`config.mk`:
```
export PLATFORM = sky130hd
export DESIGN_NAME = debug_packet_deframer_core_flat
export DESIGN_NICKNAME = d
export VERILOG_FILES = /design/src/rtl/dpd_pkg.sv /design/src/rtl/dpd_if.sv /design/src/rtl/debug_packet_deframer_core.sv /design/src/flat_wrapper.sv
export SDC_FILE = /design/constraint.sdc
export NUM_CORES = 1
export LEC_CHECK = 0
export BUFFER_PORTS_ARGS = -buffer_cell sky130_fd_sc_hd__buf_2
export CAP_MARGIN = 25
export CORE_MARGIN = 4
export CORE_UTILIZATION = 30
export CTS_CLUSTER_DIAMETER = 60
export DETAILED_ROUTE_END_ITERATION = 16
export REMOVE_ABC_BUFFERS = 1
export SYNTH_ARGS = -nofsm -noshare
export SYNTH_HDL_FRONTEND = slang
export SYNTH_SLANG_ARGS = --single-unit
```
`constraint.sdc`:
```
create_clock -name i_clk -period 4.7 [get_ports i_clk]
set_clock_uncertainty 0.2 [all_clocks]
set_input_delay 0.705 -clock i_clk [delete_from_list [all_inputs] [get_ports i_clk]]
set_output_delay 0.705 -clock i_clk [all_outputs]
set_load 0.02 [all_outputs]
```
`src/rtl/dpd_pkg.sv`:
```
package dpd_pkg;

    // framing bytes
    localparam logic [7:0] CH_ACK    = 8'h2B;  // '+'
    localparam logic [7:0] CH_OPEN   = 8'h24;  // '$'
    localparam logic [7:0] CH_CLOSE  = 8'h23;  // '#'
    localparam logic [7:0] CH_ESCAPE = 8'h7D;  // '}'
    localparam logic [7:0] ESC_XOR   = 8'h20;

    localparam logic ACK_MODE_RESET = 1'b1;

    typedef enum logic [1:0] {
        KIND_PAYLOAD = 2'd0,
        KIND_ACCEPT  = 2'd1,
        KIND_NAK     = 2'd2,
        KIND_ERROR   = 2'd3
    } t_kind;

    typedef enum logic [1:0] {
        REPLY_NONE = 2'd0,
        REPLY_ACK  = 2'd1,
        REPLY_NAK  = 2'd2
    } t_reply;

    // ascii hex digit to nibble, anything else reads as zero
    function automatic logic [3:0] hex_value(input logic [7:0] c);
        logic [3:0] v;
        v = 4'd0;
        if (c >= 8'h30 && c <= 8'h39) begin
            v = c[3:0];
        end else if ((c >= 8'h61 && c <= 8'h66) || (c >= 8'h41 && c <= 8'h46)) begin
            v = c[3:0] + 4'd9;
        end
        return v;
    endfunction

endpackage

```
`src/rtl/dpd_if.sv`:
```
// received byte channel
interface dpd_rx_if;
    logic       valid;
    logic       ready;
    logic [7:0] rx_byte;

    modport source (output valid, output rx_byte, input ready);
    modport sink   (input valid, input rx_byte, output ready);
endinterface

// result channel
interface dpd_res_if;
    logic            valid;
    logic            ready;
    dpd_pkg::t_kind  kind;
    logic [7:0]      payload_byte;
    dpd_pkg::t_reply reply;

    modport source (output valid, output kind, output payload_byte, output reply, input ready);
    modport sink   (input valid, input kind, input payload_byte, input reply, output ready);
endinterface

// configuration write channel, ack_mode only
interface dpd_cfg_if;
    logic valid;
    logic ready;
    logic data;

    modport source (output valid, output data, input ready);
    modport sink   (input valid, input data, output ready);
endinterface

```
`src/rtl/debug_packet_deframer_core.sv`:
```
// channel   dir   payload                          meaning
// i_rx      in    rx_byte[7:0]                     one received link byte per word
// o_res     out   kind[1:0] payload_byte[7:0]      payload byte, accept, nak or error
//                 reply[1:0]                       byte to send back (none, '+', '-')
// i_cfg     in    data                             ack_mode, 1 = ack/nak per packet
//
// one word per cycle sustained while the result channel is ready; a byte that makes a
// result passes from the input register into the result register
// synchronous active-low reset: parser waits for '$', sum cleared, ack_mode set to 1
// a stalled result holds the parse stage only when that byte makes a result of its
// own; bytes that make no result drain past a full result register
// config port is always ready
module debug_packet_deframer_core (
    input  logic          i_clk,
    input  logic          i_rst_n,
    dpd_rx_if.sink        i_rx,
    dpd_res_if.source     o_res,
    dpd_cfg_if.sink       i_cfg
);
    import dpd_pkg::*;

    typedef enum logic [2:0] {
        PH_WAIT = 3'd0,
        PH_DATA = 3'd1,
        PH_ESC  = 3'd2,
        PH_CK0  = 3'd3,
        PH_CK1  = 3'd4
    } t_phase;

    // control state
    t_phase     r_phase, n_phase;
    logic [7:0] r_sum, n_sum;
    logic [3:0] r_digit, n_digit;
    logic       r_ack_mode;
    logic       r_in_vld;
    logic       r_out_vld;

    // payload registers
    logic [7:0] r_in_byte;
    t_kind      r_kind, n_kind;
    logic [7:0] r_pbyte, n_pbyte;
    t_reply     r_reply, n_reply;

    logic       w_has_res;
    logic       w_adv;
    logic [7:0] w_sum_add;
    logic [7:0] w_got;

    assign w_sum_add = r_sum + r_in_byte;
    assign w_got     = {r_digit, hex_value(r_in_byte)};

    // parse logic for the byte in the input register
    always_comb begin
        n_phase   = r_phase;
        n_sum     = r_sum;
        n_digit   = r_digit;
        w_has_res = 1'b0;
        n_kind    = KIND_PAYLOAD;
        n_pbyte   = 8'h00;
        n_reply   = REPLY_NONE;
        unique case (r_phase)
            PH_DATA: begin
                if (r_in_byte == CH_CLOSE) begin
                    n_phase = PH_CK0;
                end else begin
                    n_sum = w_sum_add;
                    if (r_in_byte == CH_ESCAPE) begin
                        n_phase = PH_ESC;
                    end else begin
                        w_has_res = 1'b1;
                        n_pbyte   = r_in_byte;
                    end
                end
            end
            PH_ESC: begin
                // escaped byte is taken xored with 0x20, even '#'
                n_sum     = w_sum_add;
                n_phase   = PH_DATA;
                w_has_res = 1'b1;
                n_pbyte   = r_in_byte ^ ESC_XOR;
            end
            PH_CK0: begin
                n_digit = hex_value(r_in_byte);
                n_phase = PH_CK1;
            end
            PH_CK1: begin
                n_phase   = PH_WAIT;
                w_has_res = 1'b1;
                if (w_got == r_sum) begin
                    n_kind  = KIND_ACCEPT;
                    n_reply = r_ack_mode ? REPLY_ACK : REPLY_NONE;
                end else if (r_ack_mode) begin
                    n_kind  = KIND_NAK;
                    n_reply = REPLY_NAK;
                end else begin
                    n_kind  = KIND_ERROR;
                end
            end
            default: begin
                // waiting for '$'; stray acks are dropped
                n_phase = PH_WAIT;
                if (r_in_byte == CH_OPEN) begin
                    n_sum   = 8'h00;
                    n_phase = PH_DATA;
                end else if (r_in_byte != CH_ACK) begin
                    w_has_res = 1'b1;
                    n_kind    = KIND_ERROR;
                end
            end
        endcase
    end

    // parse stage moves unless its result would overwrite a waiting one
    assign w_adv      = r_in_vld && (!w_has_res || !r_out_vld || o_res.ready);
    assign i_rx.ready = !r_in_vld || w_adv;
    assign i_cfg.ready = 1'b1;

    always_ff @(posedge i_clk) begin
        if (!i_rst_n) begin
            r_phase    <= PH_WAIT;
            r_sum      <= 8'h00;
            r_digit    <= 4'h0;
            r_ack_mode <= ACK_MODE_RESET;
            r_in_vld   <= 1'b0;
            r_out_vld  <= 1'b0;
        end else begin
            if (i_cfg.valid) begin
                r_ack_mode <= i_cfg.data;
            end

            if (i_rx.valid && i_rx.ready) begin
                r_in_vld  <= 1'b1;
                r_in_byte <= i_rx.rx_byte;
            end else if (w_adv) begin
                r_in_vld <= 1'b0;
            end

            if (w_adv) begin
                r_phase <= n_phase;
                r_sum   <= n_sum;
                r_digit <= n_digit;
            end

            if (w_adv && w_has_res) begin
                r_out_vld <= 1'b1;
                r_kind    <= n_kind;
                r_pbyte   <= n_pbyte;
                r_reply   <= n_reply;
            end else if (o_res.ready) begin
                r_out_vld <= 1'b0;
            end
        end
    end

    assign o_res.valid        = r_out_vld;
    assign o_res.kind         = r_kind;
    assign o_res.payload_byte = r_pbyte;
    assign o_res.reply        = r_reply;

    // a held byte in the parse stage stays put
    a_in_hold: assert property (@(posedge i_clk) disable iff (!i_rst_n)
        (r_in_vld && !w_adv) |=> (r_in_vld && $stable(r_in_byte)))
        else $error("parse stage byte lost while stalled");

    // an escaped byte always makes a payload result
    a_esc_res: assert property (@(posedge i_clk) disable iff (!i_rst_n)
        (w_adv && r_phase == PH_ESC) |=> (r_out_vld && r_kind == KIND_PAYLOAD
            && r_phase == PH_DATA))
        else $error("escaped byte produced no payload word");

    // nak results always carry a nak reply, payload and error words none
    a_reply: assert property (@(posedge i_clk) disable iff (!i_rst_n)
        r_out_vld |-> ((r_kind == KIND_NAK) == (r_reply == REPLY_NAK))
            && (!(r_kind == KIND_PAYLOAD || r_kind == KIND_ERROR)
                || r_reply == REPLY_NONE))
        else $error("reply code does not fit result kind");

    // first checksum digit moves on to the second without a result
    a_ck0: assert property (@(posedge i_clk) disable iff (!i_rst_n)
        (w_adv && r_phase == PH_CK0) |-> !w_has_res ##1 (r_phase == PH_CK1))
        else $error("first checksum digit mishandled");

endmodule
```
`src/flat_wrapper.sv`:
```
// flat-port wrapper written by rule: the top's interface ports become plain ports
module debug_packet_deframer_core_flat import dpd_pkg::*;
  (i_clk, i_rst_n, i_rx_valid, i_rx_rx_byte, i_rx_ready, o_res_valid, o_res_kind, o_res_payload_byte, o_res_reply, o_res_ready, i_cfg_valid, i_cfg_data, i_cfg_ready);
  dpd_rx_if i_rx_i ();
  dpd_res_if o_res_i ();
  dpd_cfg_if i_cfg_i ();
  input  logic i_clk;
  input  logic i_rst_n;
  input wire logic [$bits(i_rx_i.valid)-1:0] i_rx_valid;
  input wire logic [$bits(i_rx_i.rx_byte)-1:0] i_rx_rx_byte;
  output wire logic [$bits(i_rx_i.ready)-1:0] i_rx_ready;
  output wire logic [$bits(o_res_i.valid)-1:0] o_res_valid;
  output wire logic [$bits(o_res_i.kind)-1:0] o_res_kind;
  output wire logic [$bits(o_res_i.payload_byte)-1:0] o_res_payload_byte;
  output wire logic [$bits(o_res_i.reply)-1:0] o_res_reply;
  input wire logic [$bits(o_res_i.ready)-1:0] o_res_ready;
  input wire logic [$bits(i_cfg_i.valid)-1:0] i_cfg_valid;
  input wire logic [$bits(i_cfg_i.data)-1:0] i_cfg_data;
  output wire logic [$bits(i_cfg_i.ready)-1:0] i_cfg_ready;
  assign i_rx_i.valid = i_rx_valid;
  assign i_rx_i.rx_byte = i_rx_rx_byte;
  assign i_rx_ready = i_rx_i.ready;
  assign o_res_valid = o_res_i.valid;
  assign o_res_kind = o_res_i.kind;
  assign o_res_payload_byte = o_res_i.payload_byte;
  assign o_res_reply = o_res_i.reply;
  assign o_res_i.ready = o_res_ready;
  assign i_cfg_i.valid = i_cfg_valid;
  assign i_cfg_i.data = i_cfg_data;
  assign i_cfg_ready = i_cfg_i.ready;
  debug_packet_deframer_core u_core (.i_clk(i_clk), .i_rst_n(i_rst_n), .i_rx(i_rx_i), .o_res(o_res_i), .i_cfg(i_cfg_i));
endmodule
```
Word-level counts from Yosys, hierarchy flattened. Cells that the tools add are included.

Bits of input ports: 14. Bits in registers: 38. Output and inout port bits: 15. Word-level logic and storage cells: 84.

Add/subtract/negate cells: 2. Magnitude comparators: 6. Reductions and logical operators: 24. Bitwise logic cells: 2. Mux-type cells: 29. Equal/unequal tests: 11.

Operator list (number): 8-bit 2-to-1 mux (4); 8-bit case mux with 3 select lines (1); 8-bit by 6-bit == test with 1-bit output, second input constant (2); 8-bit by 7-bit greater-or-equal comparator with 1-bit output, second input constant (2); 8-bit by 7-bit <= comparator with 1-bit output, second input constant (2); 8-bit case mux with 2 select lines (1); 3-bit case mux with 4 select lines (1); 1-bit 2-to-1 mux (11); 2-bit 2-to-1 mux (5); 8-bit adder (1); 8-bit by 7-bit == test with 1-bit output, second input constant (1); 8-bit == test (1); 8-bit by 6-bit greater-or-equal comparator with 1-bit output, second input constant (1); 8-bit by 6-bit <= comparator with 1-bit output, second input constant (1); 4-bit 2-to-1 mux (2); 8-bit by 6-bit inequality test with 1-bit output, second input constant (1); 2-bit AND reduction (4); 3-bit by 2-bit == test with 1-bit output, second input constant (2); 1-bit logical AND (6); 3-bit 2-to-1 mux (2); 4-bit adder, second input constant (1); 1-bit logical OR (4); 2-bit case mux with 2 select lines (1); 4-bit AND reduction (1); other kinds (11) (16).

Logic depth before layout (Yosys ltp). Gate-level depths: netlist of the first run.

Depth in word-level cells: 11. Mapped depth: 10. Mapped depth without buffers: 9.

Worst setup path after synthesis of the first run. OpenSTA, ideal clock, no wires.

Path kind: register to register. From: register u_core.r_in_byte[4]. To: register u_core.r_kind[0] (netlist: u_core.o_res.kind[0]) (enable). Setup slack: 1.316 ns. Buffers on the path: 1. Cell stages (with the launch flop): 8. Library setup time: 0.399 ns. Period minus slack after synthesis: 3.384 ns. Arrival: 2.785 ns. Data required time: 4.101 ns. Cell sequence: edfxtp_1 -> nor4_4 -> and4_1 -> buf_6 -> o21ai_4 -> a211oi_4 -> o21ai_0 -> nor3b_1.

Longest elaborated chain between the ends: 10. Elaborated cells on any way between the ends: 15. Classes of those cells: eq/ne (4); mux (5); reduce/logical (6).

Ends and longest elaborated chain: start: declaration (line debug_packet_deframer_core.sv:39) `logic [7:0] r_in_byte;`; start signal: assignment (line debug_packet_deframer_core.sv:133) `r_in_byte <= i_rx.rx_byte;`; 8-bit by 6-bit inequality test with 1-bit output or 8-bit by 7-bit == test with 1-bit output (tied branches) (line debug_packet_deframer_core.sv:105, debug_packet_deframer_core.sv:67); 1-bit 2-to-1 mux, on equally long branches (line debug_packet_deframer_core.sv:105, debug_packet_deframer_core.sv:67); 1-bit 2-to-1 mux, on equally long branches (line debug_packet_deframer_core.sv:102, debug_packet_deframer_core.sv:63); 1-bit case mux with 3 select lines * (line debug_packet_deframer_core.sv:61) `unique case (r_phase)`; 1-bit logical NOT (line debug_packet_deframer_core.sv:114) `assign w_adv = r_in_vld && (!w_has_res || !r_out_vld || o_res.ready);`; 1-bit logical OR (2 in a row) (line debug_packet_deframer_core.sv:114); 1-bit logical AND (line debug_packet_deframer_core.sv:114); 1-bit logical AND * (line debug_packet_deframer_core.sv:144) `if (w_adv && w_has_res) begin`; 2-bit AND reduction (no line) *; end signal: assignment (line debug_packet_deframer_core.sv:146) `r_kind <= n_kind;`; end: declaration (line debug_packet_deframer_core.sv:40) `t_kind r_kind, n_kind;`.

Mark *: on every way between the ends. The rest lies on a longest branch, timed or not. A chain may end at the register's enable or synchronous reset.

Worst setup path in the final report of the first run.
From: register u_core.r_in_byte[4]. To: output i_rx_ready.

Longest elaborated chain between the ends: 9. Elaborated cells on any way between the ends: 14. Classes of those cells: eq/ne (4); mux (5); reduce/logical (5).

Ends and longest elaborated chain: 8-bit by 6-bit inequality test with 1-bit output or 8-bit by 7-bit == test with 1-bit output (tied branches) (line debug_packet_deframer_core.sv:105, debug_packet_deframer_core.sv:67); 1-bit 2-to-1 mux, on equally long branches (line debug_packet_deframer_core.sv:105, debug_packet_deframer_core.sv:67); 1-bit 2-to-1 mux, on equally long branches (line debug_packet_deframer_core.sv:102, debug_packet_deframer_core.sv:63); 1-bit case mux with 3 select lines * (line debug_packet_deframer_core.sv:61); 1-bit logical NOT * (line debug_packet_deframer_core.sv:114); 1-bit logical OR * (2 in a row) (line debug_packet_deframer_core.sv:114); 1-bit logical AND * (line debug_packet_deframer_core.sv:114); 1-bit logical OR * (line debug_packet_deframer_core.sv:115) `assign i_rx.ready = !r_in_vld || w_adv;`; end: declaration (line flat_wrapper.sv:11) `output wire logic [$bits(i_rx_i.ready)-1:0] i_rx_ready;`.

Marks and branches as above.

==> results.py, run 1 <==
metrics = {
    "critical_path": {
        "crit_required_ns": 3.80,
        "r2r-start": "u_core.r_in_byte[4]",
        "startpoint_type": "register",
        "path_class": "register to output pin",
        "cp_max_fo": 8,
        "arrival_ns": 2.73,
        "cp-end-kind": "output pin",
        "critPathLaunch": "u_core.r_in_byte[4]",
    },
    "synth": {
        "ys_seq_elements": 38,
        "synthMuxAreaShare_pct": 3.79,
        "yosys.area_share.adder_pct": 6.11,
        "synth_simple_gate_area_share_pct": 21.5,
        "synth-compound-area-share_pct": 18.6,
        "syn_inst": 238,
        "netlist-cell-type-count": 59,
        "synth_top_family_by_area": "simple AND/OR/NAND/NOR gates",
        "postSynth.asyncResetShare_pct": 0,
        "yosys.area_share.xor_xnor_pct": 4.43,
        "synth_edf_count": 20,
        "yosysSeqAreaShare_pct": 40.5,
        "synth-main-ff-cell": "edfxtp_1",
        "syn_avg_cell_area_um2": 9.98,
        "yosysWarnings": 0,
        "synth_area_mm2": 0.00237,
    },
    "grt": {
        "antenna_found_initial": 0,
        "overflow": 0,
        "use_met1_pct": 15.4,
        "grt_pass1_vias": 1756,
        "grt.busiest_layer": "met2",
        "track_usage_pct": 11.5,
        "grt_max_degree": 22,
        "grt_pass1_wl_um": 8850,
        "met3_usage_pct": 3.68,
        "grt_use_met2_pct": 17.0,
    },
    "detailed_routing": {
        "viasPerCell": 4.92,
        "wl_um": 5120,
        "ant_nets": 0,
        "firstDrtPassIters": 4,
        "wl_per_cell_um": 14.0,
        "drc": 0,
        "drtIter0Drc": 99,
        "vias": 1795,
    },
    "cts": {
        "hold_buffers": 0,
        "cts_made_buffers": 5,
        "cts.path.max_buffers": 2,
        "cts_setup_buffers": 0,
        "clock_sink_count": 38,
        "htree_levels": 2,
        "clk_pin_slew_ns": 0.07,
        "cts_resized": 0,
        "cts_tree": "yes",
        "worstSkewPairLatency_ns": 0.29,
        "cts-root-buf": "clkbuf_8",
    },
    "min_path": {
        "min_from": "u_core.r_digit[1]",
        "hp-class": "register to register",
    },
    "cells_and_area": {
        "layout-drive-gt1-share_pct": 18.3,
        "seq_area_um2": 961,
        "diodes": 0,
        "n_fill_cell": 810,
        "area_growth_pct": 11.5,
        "multi_input_area_mm2": 0.00130,
        "layout.nets": 287,
        "instances_no_fill": 365,
    },
    "timing": {
        "setup_slack_ns": 1.07,
        "final.setup.tns_ns": 0,
        "period_needed_ns": 3.63,
        "rsz0062_at_grt": "false",
        "finalSetupViolCount": 0,
        "hold_viol_final": 0,
        "worstMarginPinSlew_ns": 0.875,
        "drv_slew": 0,
        "finalCritPeriodShare_pct": 77.3,
        "fmax_mhz": 275,
        "slew_headroom_pct": 41.4,
    },
    "run_status": {
        "run_status": "completed",
    },
    "floorplan": {
        "core-area_mm2": 0.00773,
        "fp-row-count": 32,
        "start_util_pct": 30.7,
        "pin_count": 29,
        "die_x_um": 97.0,
        "die_area_mm2": 0.00940,
        "die_h_um": 97.0,
    },
    "run": {
        "cap_violations": 0,
    },
    "placed_design": {
        "dp_cells": 357,
        "place_congestion": 0.852,
        "dp_slack_ns": 1.21,
        "dpl.hpwl_um": 3830,
        "io_buffers": 27,
    },
    "power_and_ir_drop": {
        "power.share.clock_pct": 34.6,
        "power.density_cell_area_mw_per_mm2": 236,
        "p_int_w": 0.000475,
        "power_frac_seq_pct": 58.5,
        "vdd_drop_max_mv": 0.117,
        "p_sw_share_pct": 23.8,
        "pwr-share-comb_pct": 6.9,
        "leakagePower_nw": 1.04,
        "p_sw_w": 0.000149,
    },
}
## cell type report
class | instances | area share, %
Multi-Input combinational cell | 179 | 49.2
Inverter | 11 | 1.56
Timing Repair Buffer | 27 | 5.10
Clock buffer | 6 | 2.74
Clock inverter | 2 | 0.331
Tap cell | 102 | 4.82
Sequential cell | 38 | 36.3
## Yosys cell counts (2+ instances only)
cell,count,area (um2)
nand2_1,25,93.8
edfxtp_1,20,601
dfxtp_1,18,360
a21oi_1,13,65.1
a21boi_1,12,90.1
inv_1,11,41.3
ha_1,10,125
mux2i_1,9,90.1
xor2_1,9,78.8
o21ai_0,8,40.0
nor2_1,7,26.3
nand3_1,6,30.0
nor2b_1,6,37.5
nand2b_1,5,31.3
nor3_1,5,25.0
buf_4,4,30.0
or3_1,4,25.0
and2_1,3,18.8
buf_6,3,33.8
clkbuf_1,3,11.3
nand4_1,3,18.8
nor3b_1,3,22.5
nor4_1,3,18.8
or3b_1,3,26.3
xnor2_1,3,26.3
a21boi_0,2,15.0
a21o_1,2,15.0
a22oi_1,2,15.0
nand3b_1,2,15.0
o211ai_1,2,15.0
o21bai_1,2,15.0
o31ai_1,2,15.0
or2_2,2,12.5
## final timing paths
path                                                      to  slack [ns]  depth (start not counted)
worst max register to register  u_core.o_res.payload_byte[3]        1.21                          6
worst min-delay path                       u_core.r_digit[1]        0.27                          2
worst max-delay path                              i_rx_ready        1.07                          7
worst min register to register             u_core.r_digit[1]        0.27                          2
## cells in the final DEF, fill, tap and decap left out, types with 9 or more instances in the layout
cell type / Yosys / routed
mux2i_1: 9 / 9
nand2_1: 25 / 25
inv_1: 11 / 11
edfxtp_1: 20 / 20
a21oi_1: 13 / 13
ha_1: 10 / 10
dfxtp_1: 18 / 18
buf_2: 0 / 27
xor2_1: 9 / 9
a21boi_1: 12 / 12
## power by group through the flow
| stage | sequential [W] | combinational, W | clock (W) |
|---|---|---|---|
| after floorplan | 0.000372 | 0.0000265 | 0 |
| after global placement | 0.000372 | 0.0000434 | 0 |
| after detailed placement | 0.000373 | 0.0000438 | 0 |
| after CTS | 0.000365 | 0.0000440 | 0.000223 |
| after global routing | 0.000366 | 0.0000491 | 0.000235 |
| final | 0.000365 | 0.0000434 | 0.000216 |
## logic make-up after synthesis
logic type,count (synthesis)
mux,9
compound gates,59
xor+xnor,12
flops,38
fa+ha+maj,11
other cells,1
simple gates,87
buf+inv,21
## through the flow
stage	cell area (um2)	utilization (%)	hold WS, ns	power [W]
global route	2650	34.3	0.298	0.000650
floorplan	2300	-	0.242	0.000398
global placement	2570	33.2	0.254	0.000416
detailed placement	2570	33.2	0.261	0.000416
finish	2650	34.3	0.265	0.000624
CTS	2650	34.3	0.272	0.000632
## state kept, by name, indices dropped and copies added (netlist names)
signal / count
u_core.r_sum: 8
u_core.r_phase: 3
u_core.r_in_vld: 1
u_core.o_res.reply: 2
u_core.o_res.valid: 1
u_core.r_digit: 4
u_core.o_res.payload_byte: 8
u_core.r_ack_mode: 1
u_core.o_res.kind: 2
u_core.r_in_byte: 8
## per-layer routing
metal / wire length (um) / part of all wire [%] / vias to the layer above
met4: 124 / 2.4 / 0
met1: 2490 / 49 / 829
li1: - / - / 917
met5: 0 / 0 / -
met3: 286 / 5.6 / 10
met2: 2220 / 43 / 39
## worst max-delay path, stage by stage (launching register included)
cell and delay (ns):
edfxtp_1 0.56, nor4_4 0.38, and4_1 0.43, o21ai_4 0.11, a211oi_4 0.46, nand2b_1 0.18
or2_2 0.13, buf_2 0.16
(Power assumes the default switching activity.)
==> run 2, diff against run 1 <==
Settings changed: ABC_AREA set to 1.
Clock period 4.7 ns to 2.9 ns, I/O delays scaled along.
==> run 2 against run 1 <==
  * Via count increased by 13%
  * Flip-flop and latch count unchanged
  * Routed wire length grew 6.0%
  * Critical path depth increased by 6
  * Register-to-register slack got worse by 0.90 ns
  * Final area rose by 2.7%
  * Highest routed layer unchanged
==> results.py, run 2 <==
metrics = {
    "run_status": {
        "run_status": "completed",
    },
    "grt": {
        "grt_pass1_vias": 1960,
        "track_usage_pct": 12.0,
        "antenna_found_initial": 0,
        "grt_pass1_wl_um": 9240,
        "grt_max_degree": 14,
        "overflow": 0,
    },
    "synth": {
        "synth_top_area_cell": "edfxtp_1",
        "yosysSeqAreaShare_pct": 40.7,
        "synth_edf_count": 20,
        "yosys-top-cells-count": "nand2_1, inv_1, nor2_1",
        "syn_inst": 305,
        "synthTopCellsByArea": "edfxtp_1, dfxtp_1, nand2_1",
        "yosysWarnings": 0,
        "ys_seq_elements": 38,
        "postSynth.asyncResetShare_pct": 0,
        "netlist-cell-type-count": 36,
        "synth_area_mm2": 0.00236,
        "synth-main-ff-cell": "edfxtp_1",
        "synth_top_area_share_pct": 25.4,
        "yosysMostFrequentCell": "nand2_1",
        "syn_avg_cell_area_um2": 7.74,
    },
    "power_and_ir_drop": {
        "total_power_w": 0.00125,
        "power.density_cell_area_mw_per_mm2": 461,
        "vdd_drop_max_mv": 0.168,
        "leakagePower_nw": 1.25,
    },
    "detailed_routing": {
        "viasPerCell": 4.67,
        "ant_nets": 0,
        "drc": 0,
        "firstDrtPassIters": 4,
        "wl_per_cell_um": 12.4,
        "wl_met3_um": 371,
        "wl_met1_um": 2490,
        "top_layer_used": "met4",
        "wl_um": 5420,
        "vias": 2037,
        "wl_met2_um": 2520,
        "drtIter0Drc": 102,
    },
    "min_path": {
        "min_path_cells": 1,
        "hp-class": "primary input to register",
        "min_to": "u_core.r_in_byte[3]",
        "min_from": "i_rx_rx_byte[3]",
    },
    "critical_path": {
        "cp_max_fo": 6,
        "path_buf_inv": 1,
        "crit_required_ns": 2.75,
        "slowest_stage": "edfxtp_1",
        "crit_family": "simple AND/OR/NAND/NOR gates",
        "startpoint_type": "register",
        "r2r-start": "u_core.r_in_byte[1]",
        "r2r-end": "u_core.o_res.kind[1]",
        "critPathMostFrequentCell": "nand2_1",
        "path_class": "register to register",
        "cp_slowest_stage_delay_ns": 0.50,
        "r2r_setup_slack_ns": 0.31,
        "arrival_ns": 2.43,
        "path_cells": "inv_1, ha_1, nor2_1, nand2_1, nand3_1, a21oi_2, o21ai_1, nand2_1, nand2_1, nor2_1, nand2_1, nand2_1, nand2_1",
        "rr_worst_depth": 13,
        "cp-end-kind": "register",
    },
    "cells_and_area": {
        "n_fill_cell": 841,
        "final_common_cell": "nand2_1",
        "final_cell_mix": "nand2_1, inv_1, nor2_1",
        "layout.nets": 358,
        "area_growth_pct": 15.2,
        "diodes": 0,
        "layout-drive-gt1-share_pct": 20.1,
        "final_util_pct": 35.4,
    },
    "cts": {
        "cts_setup_buffers": 0,
        "cts_tree": "yes",
        "worstSkewPairLatency_ns": 0.29,
        "cts.path.max_buffers": 2,
        "hold_buffers": 0,
        "cts-root-buf": "clkbuf_8",
        "cts_made_buffers": 5,
        "clock_sink_count": 38,
        "clk_pin_slew_ns": 0.08,
        "htree_levels": 2,
        "cts_resized": 0,
    },
    "placed_design": {
        "io_buffers": 27,
        "dpl.hpwl_um": 4330,
        "place_congestion": 0.888,
    },
    "timing": {
        "final.setup.tns_ns": 0,
        "finalSetupViolCount": 0,
        "drv_slew": 0,
        "period_needed_ns": 2.59,
        "hold_viol_final": 0,
        "rsz0062_at_grt": "false",
        "fmax_mhz": 387,
        "finalCritPeriodShare_pct": 89.2,
    },
    "floorplan": {
        "start_util_pct": 30.7,
        "core-area_mm2": 0.00769,
        "die_area_mm2": 0.00935,
        "die_x_um": 96.7,
        "pin_count": 29,
        "die_h_um": 96.7,
        "fp-row-count": 32,
    },
    "run": {
        "cap_violations": 0,
    },
}
[run 2: layer usage]
layer	track usage, %	up-vias
li1	-	1054
met1	15.4	917
met2	20.0	62
met3	3.53	4
met5	0	-
met4	3.13	0
[run 2: cell families after synthesis]
family / synth area share, %
XOR/XNOR: 1.48
buffers and inverters: 8.96
flip-flops: 40.7
adder cells (fa/ha/maj): 6.15
other: 0.159
AO/OA/AOI/OAI: 7.21
AND/OR/NAND/NOR: 35.3
[run 2: cell type report]
| cell class | count | area, um2 | share of cell area [%] |
|---|---|---|---|
| Tap cell | 102 | 128 | 4.69 |
| Timing Repair Buffer | 28 | 143 | 5.24 |
| Multi-Input combinational cell | 216 | 1190 | 43.7 |
| Sequential cell | 38 | 961 | 35.3 |
| Inverter | 44 | 168 | 6.16 |
| Clock buffer | 8 | 133 | 4.88 |
[run 2: where the power goes]
group | switching (W) | internal, W
clock | 0.000183 | 0.000297
sequential | 0.0000204 | 0.000586
combinational | 0.000111 | 0.0000570
total | 0.000315 | 0.000940
[run 2: how the worst max path moves through the flow]
stage,startpoint,to,slack (ns),depth (start not counted)
finish,u_core.r_in_byte[1],u_core.o_res.kind[1],0.31,13
global route,u_core.r_in_byte[1],u_core.o_res.kind[1],0.12,13
CTS,u_core.r_in_byte[1],u_core.o_res.kind[1],0.33,13
detailed placement,u_core.r_in_byte[1],u_core.o_res.kind[1],0.35,13
global placement,u_core.r_in_byte[1],u_core.o_res.kind[1],0.39,13
floorplan,u_core.r_in_byte[1],u_core.o_res.kind[0],0.62,7
[run 2: worst reg2reg max path, cell delays in order, from the launching register on]
cell and delay (ns):
edfxtp_1 0.50, inv_1 0.15, ha_1 0.22, nor2_1 0.06, nand2_1 0.15, nand3_1 0.12, a21oi_2 0.25, o21ai_1 0.16
nand2_1 0.09, nand2_1 0.06, nor2_1 0.10, nand2_1 0.11, nand2_1 0.11, nand2_1 0.06
[run 2: stage by stage]
| step | hold slack [ns] | instances | instance area [um2] | setup slack, ns |
|---|---|---|---|---|
| 5_1_grt | 0.104 | 436 | 2720 | 0.125 |
| 3_3_place_gp | 0.274 | 428 | 2590 | 0.394 |
| 4_1_cts | 0.104 | 436 | 2720 | 0.329 |
| 2_1_floorplan | 0.249 | 298 | 2320 | 0.621 |
| 6_report | 0.112 | 436 | 2720 | 0.313 |
| 3_5_place_dp | 0.271 | 428 | 2590 | 0.349 |
==> run 3, diff against run 2 <==
Settings changed: CORE_ASPECT_RATIO set to 0.7.
==> run 3 against run 2 <==
  * Non-clock buffer count increased by 2
  * Largest power group unchanged
  * Highest routed layer unchanged
  * Critical path type unchanged
  * Die area increased by 0.23%
  * Core utilization increased by 1.3 points
  * Final area increased by 0.92%
==> results.py, run 3 (synthesis results as in run 2) <==
metrics = {
    "power_and_ir_drop": {
        "power.share.clock_pct": 40.9,
        "total_power_w": 0.00132,
        "power.density_cell_area_mw_per_mm2": 481,
        "leakagePower_nw": 1.26,
        "vdd_drop_max_mv": 0.243,
        "p_sw_w": 0.000333,
        "p_sw_share_pct": 25.3,
        "pwr-share-comb_pct": 13.0,
        "power_frac_seq_pct": 46.1,
        "p_int_w": 0.000986,
    },
    "cts": {
        "htree_levels": 2,
        "clk_pin_slew_ns": 0.06,
        "worstSkewPairLatency_ns": 0.28,
        "clock_sink_count": 38,
        "cts_setup_buffers": 0,
        "cts_resized": 0,
        "cts.path.max_buffers": 2,
        "hold_buffers": 0,
        "cts_tree": "yes",
        "cts_made_buffers": 5,
        "cts-root-buf": "clkbuf_16",
    },
    "floorplan": {
        "die_h_um": 82.2,
        "die_area_mm2": 0.00938,
        "pin_count": 29,
        "start_util_pct": 31.6,
        "core-area_mm2": 0.00748,
        "fp-row-count": 26,
        "die_x_um": 114,
    },
    "timing": {
        "period_needed_ns": 2.49,
        "final.setup.tns_ns": 0,
        "rsz0062_at_grt": "false",
        "finalSetupViolCount": 0,
        "fmax_mhz": 401,
        "finalCritPeriodShare_pct": 86.0,
        "drv_slew": 0,
        "hold_viol_final": 0,
    },
    "placed_design": {
        "dpl.hpwl_um": 4460,
        "place_congestion": 0.883,
        "io_buffers": 27,
        "dp_cells": 426,
    },
    "run_status": {
        "run_status": "completed",
    },
    "detailed_routing": {
        "drtIter0Drc": 125,
        "firstDrtPassIters": 4,
        "drc": 0,
        "wl_um": 5570,
        "ant_nets": 0,
        "vias": 2022,
        "viasPerCell": 4.66,
        "wl_per_cell_um": 12.8,
    },
    "grt": {
        "track_usage_pct": 12.8,
        "grt_pass1_vias": 1931,
        "grt_max_degree": 14,
        "overflow": 0,
        "grt_pass1_wl_um": 9360,
        "antenna_found_initial": 0,
    },
    "critical_path": {
        "path_cells": "inv_1, ha_1, nor2_1, nand2_1, nand3_1, a21oi_2, o21ai_1, nand2_1, nand2_1, nor2_1, nand2_1, nand2_1, nand2_1",
        "slowest_stage": "edfxtp_1",
        "cp_slowest_stage_delay_ns": 0.49,
        "critPathMostFrequentCell": "nand2_1",
        "path_class": "register to register",
        "cp-end-kind": "register",
        "arrival_ns": 2.33,
        "crit_family": "simple AND/OR/NAND/NOR gates",
        "path_buf_inv": 1,
        "startpoint_type": "register",
        "cp_max_fo": 6,
        "crit_required_ns": 2.73,
    },
    "cells_and_area": {
        "layout-drive-gt1-share_pct": 20.2,
        "final_cell_mix": "nand2_1, inv_1, nor2_1",
        "instances_no_fill": 434,
        "layout.nets": 360,
        "final_common_cell": "nand2_1",
        "n_fill_cell": 788,
        "area_growth_pct": 16.3,
        "diodes": 0,
    },
    "run": {
        "cap_violations": 0,
    },
    "min_path": {
        "hp-class": "primary input to register",
    },
}
==> run 3: cell count changes in the layout (fill, tap and decap cells not counted) <==
cell       change
clkbuf_8       -5
clkbuf_16      +3
buf_4          +2
clkbuf_1       +1
clkinv_2       +1
==> run 3: worst reg2reg max path, delay by kind of cell (launching register included) <==
kind | cells | cell delay, ns
fa+ha+maj | 1 | 0.23
buf+inv | 1 | 0.16
compound gates | 2 | 0.35
simple gates | 9 | 0.82
flops | 1 | 0.49
==> run 3: final cells by class <==
| cell class | instances | area [um2] | area share [%] |
|---|---|---|---|
| inverters | 44 | 168 | 6.11 |
| flip-flops and latches | 38 | 961 | 35.0 |
| clock buffers | 7 | 143 | 5.20 |
| clock inverters | 1 | 5.00 | 0.182 |
| multi-input cells | 216 | 1190 | 43.3 |
| repair buffers | 30 | 158 | 5.74 |
| well taps | 98 | 123 | 4.47 |
==> run 3: path summary, 6_finish.rpt <==
path         cells after the start                   end  slack, ns                start
max                             13  u_core.o_res.kind[1]       0.41  u_core.r_in_byte[0]
min                              1   u_core.r_in_byte[7]       0.13      i_rx_rx_byte[7]
max reg2reg                     13  u_core.o_res.kind[1]       0.41  u_core.r_in_byte[0]
min reg2reg                      2       u_core.r_sum[2]       0.29      u_core.r_sum[2]
==> run 3: per-stage QoR <==
step	hold WS, ns	util (%)	instance area [um2]	worst slack (ns)
final	0.130	36.7	2750	0.407
after global routing	0.129	36.7	2750	0.114
after CTS	0.128	36.7	2750	0.404
after detailed placement	0.287	34.7	2600	0.421
after global placement	0.283	34.7	2600	0.542
after floorplan	0.249	-	2320	0.621
==> run 3: power by group through the flow <==
stage          combinational (W)  clock (W)  sequential [W]
5_1_grt                 0.000198   0.000579        0.000610
4_1_cts                 0.000173   0.000550        0.000607
2_1_floorplan           0.000114          0        0.000621
6_report                0.000171   0.000540        0.000608
3_5_place_dp            0.000172          0        0.000619
3_3_place_gp            0.000170          0        0.000618
==> run 3: layer usage <==
layer	global-route usage [%]	up-vias	wire length, um
met5	0	-	0
met4	3.44	0	57
met3	3.06	7	425
met2	19.5	66	2170
met1	18.3	893	2910
li1	-	1056	-
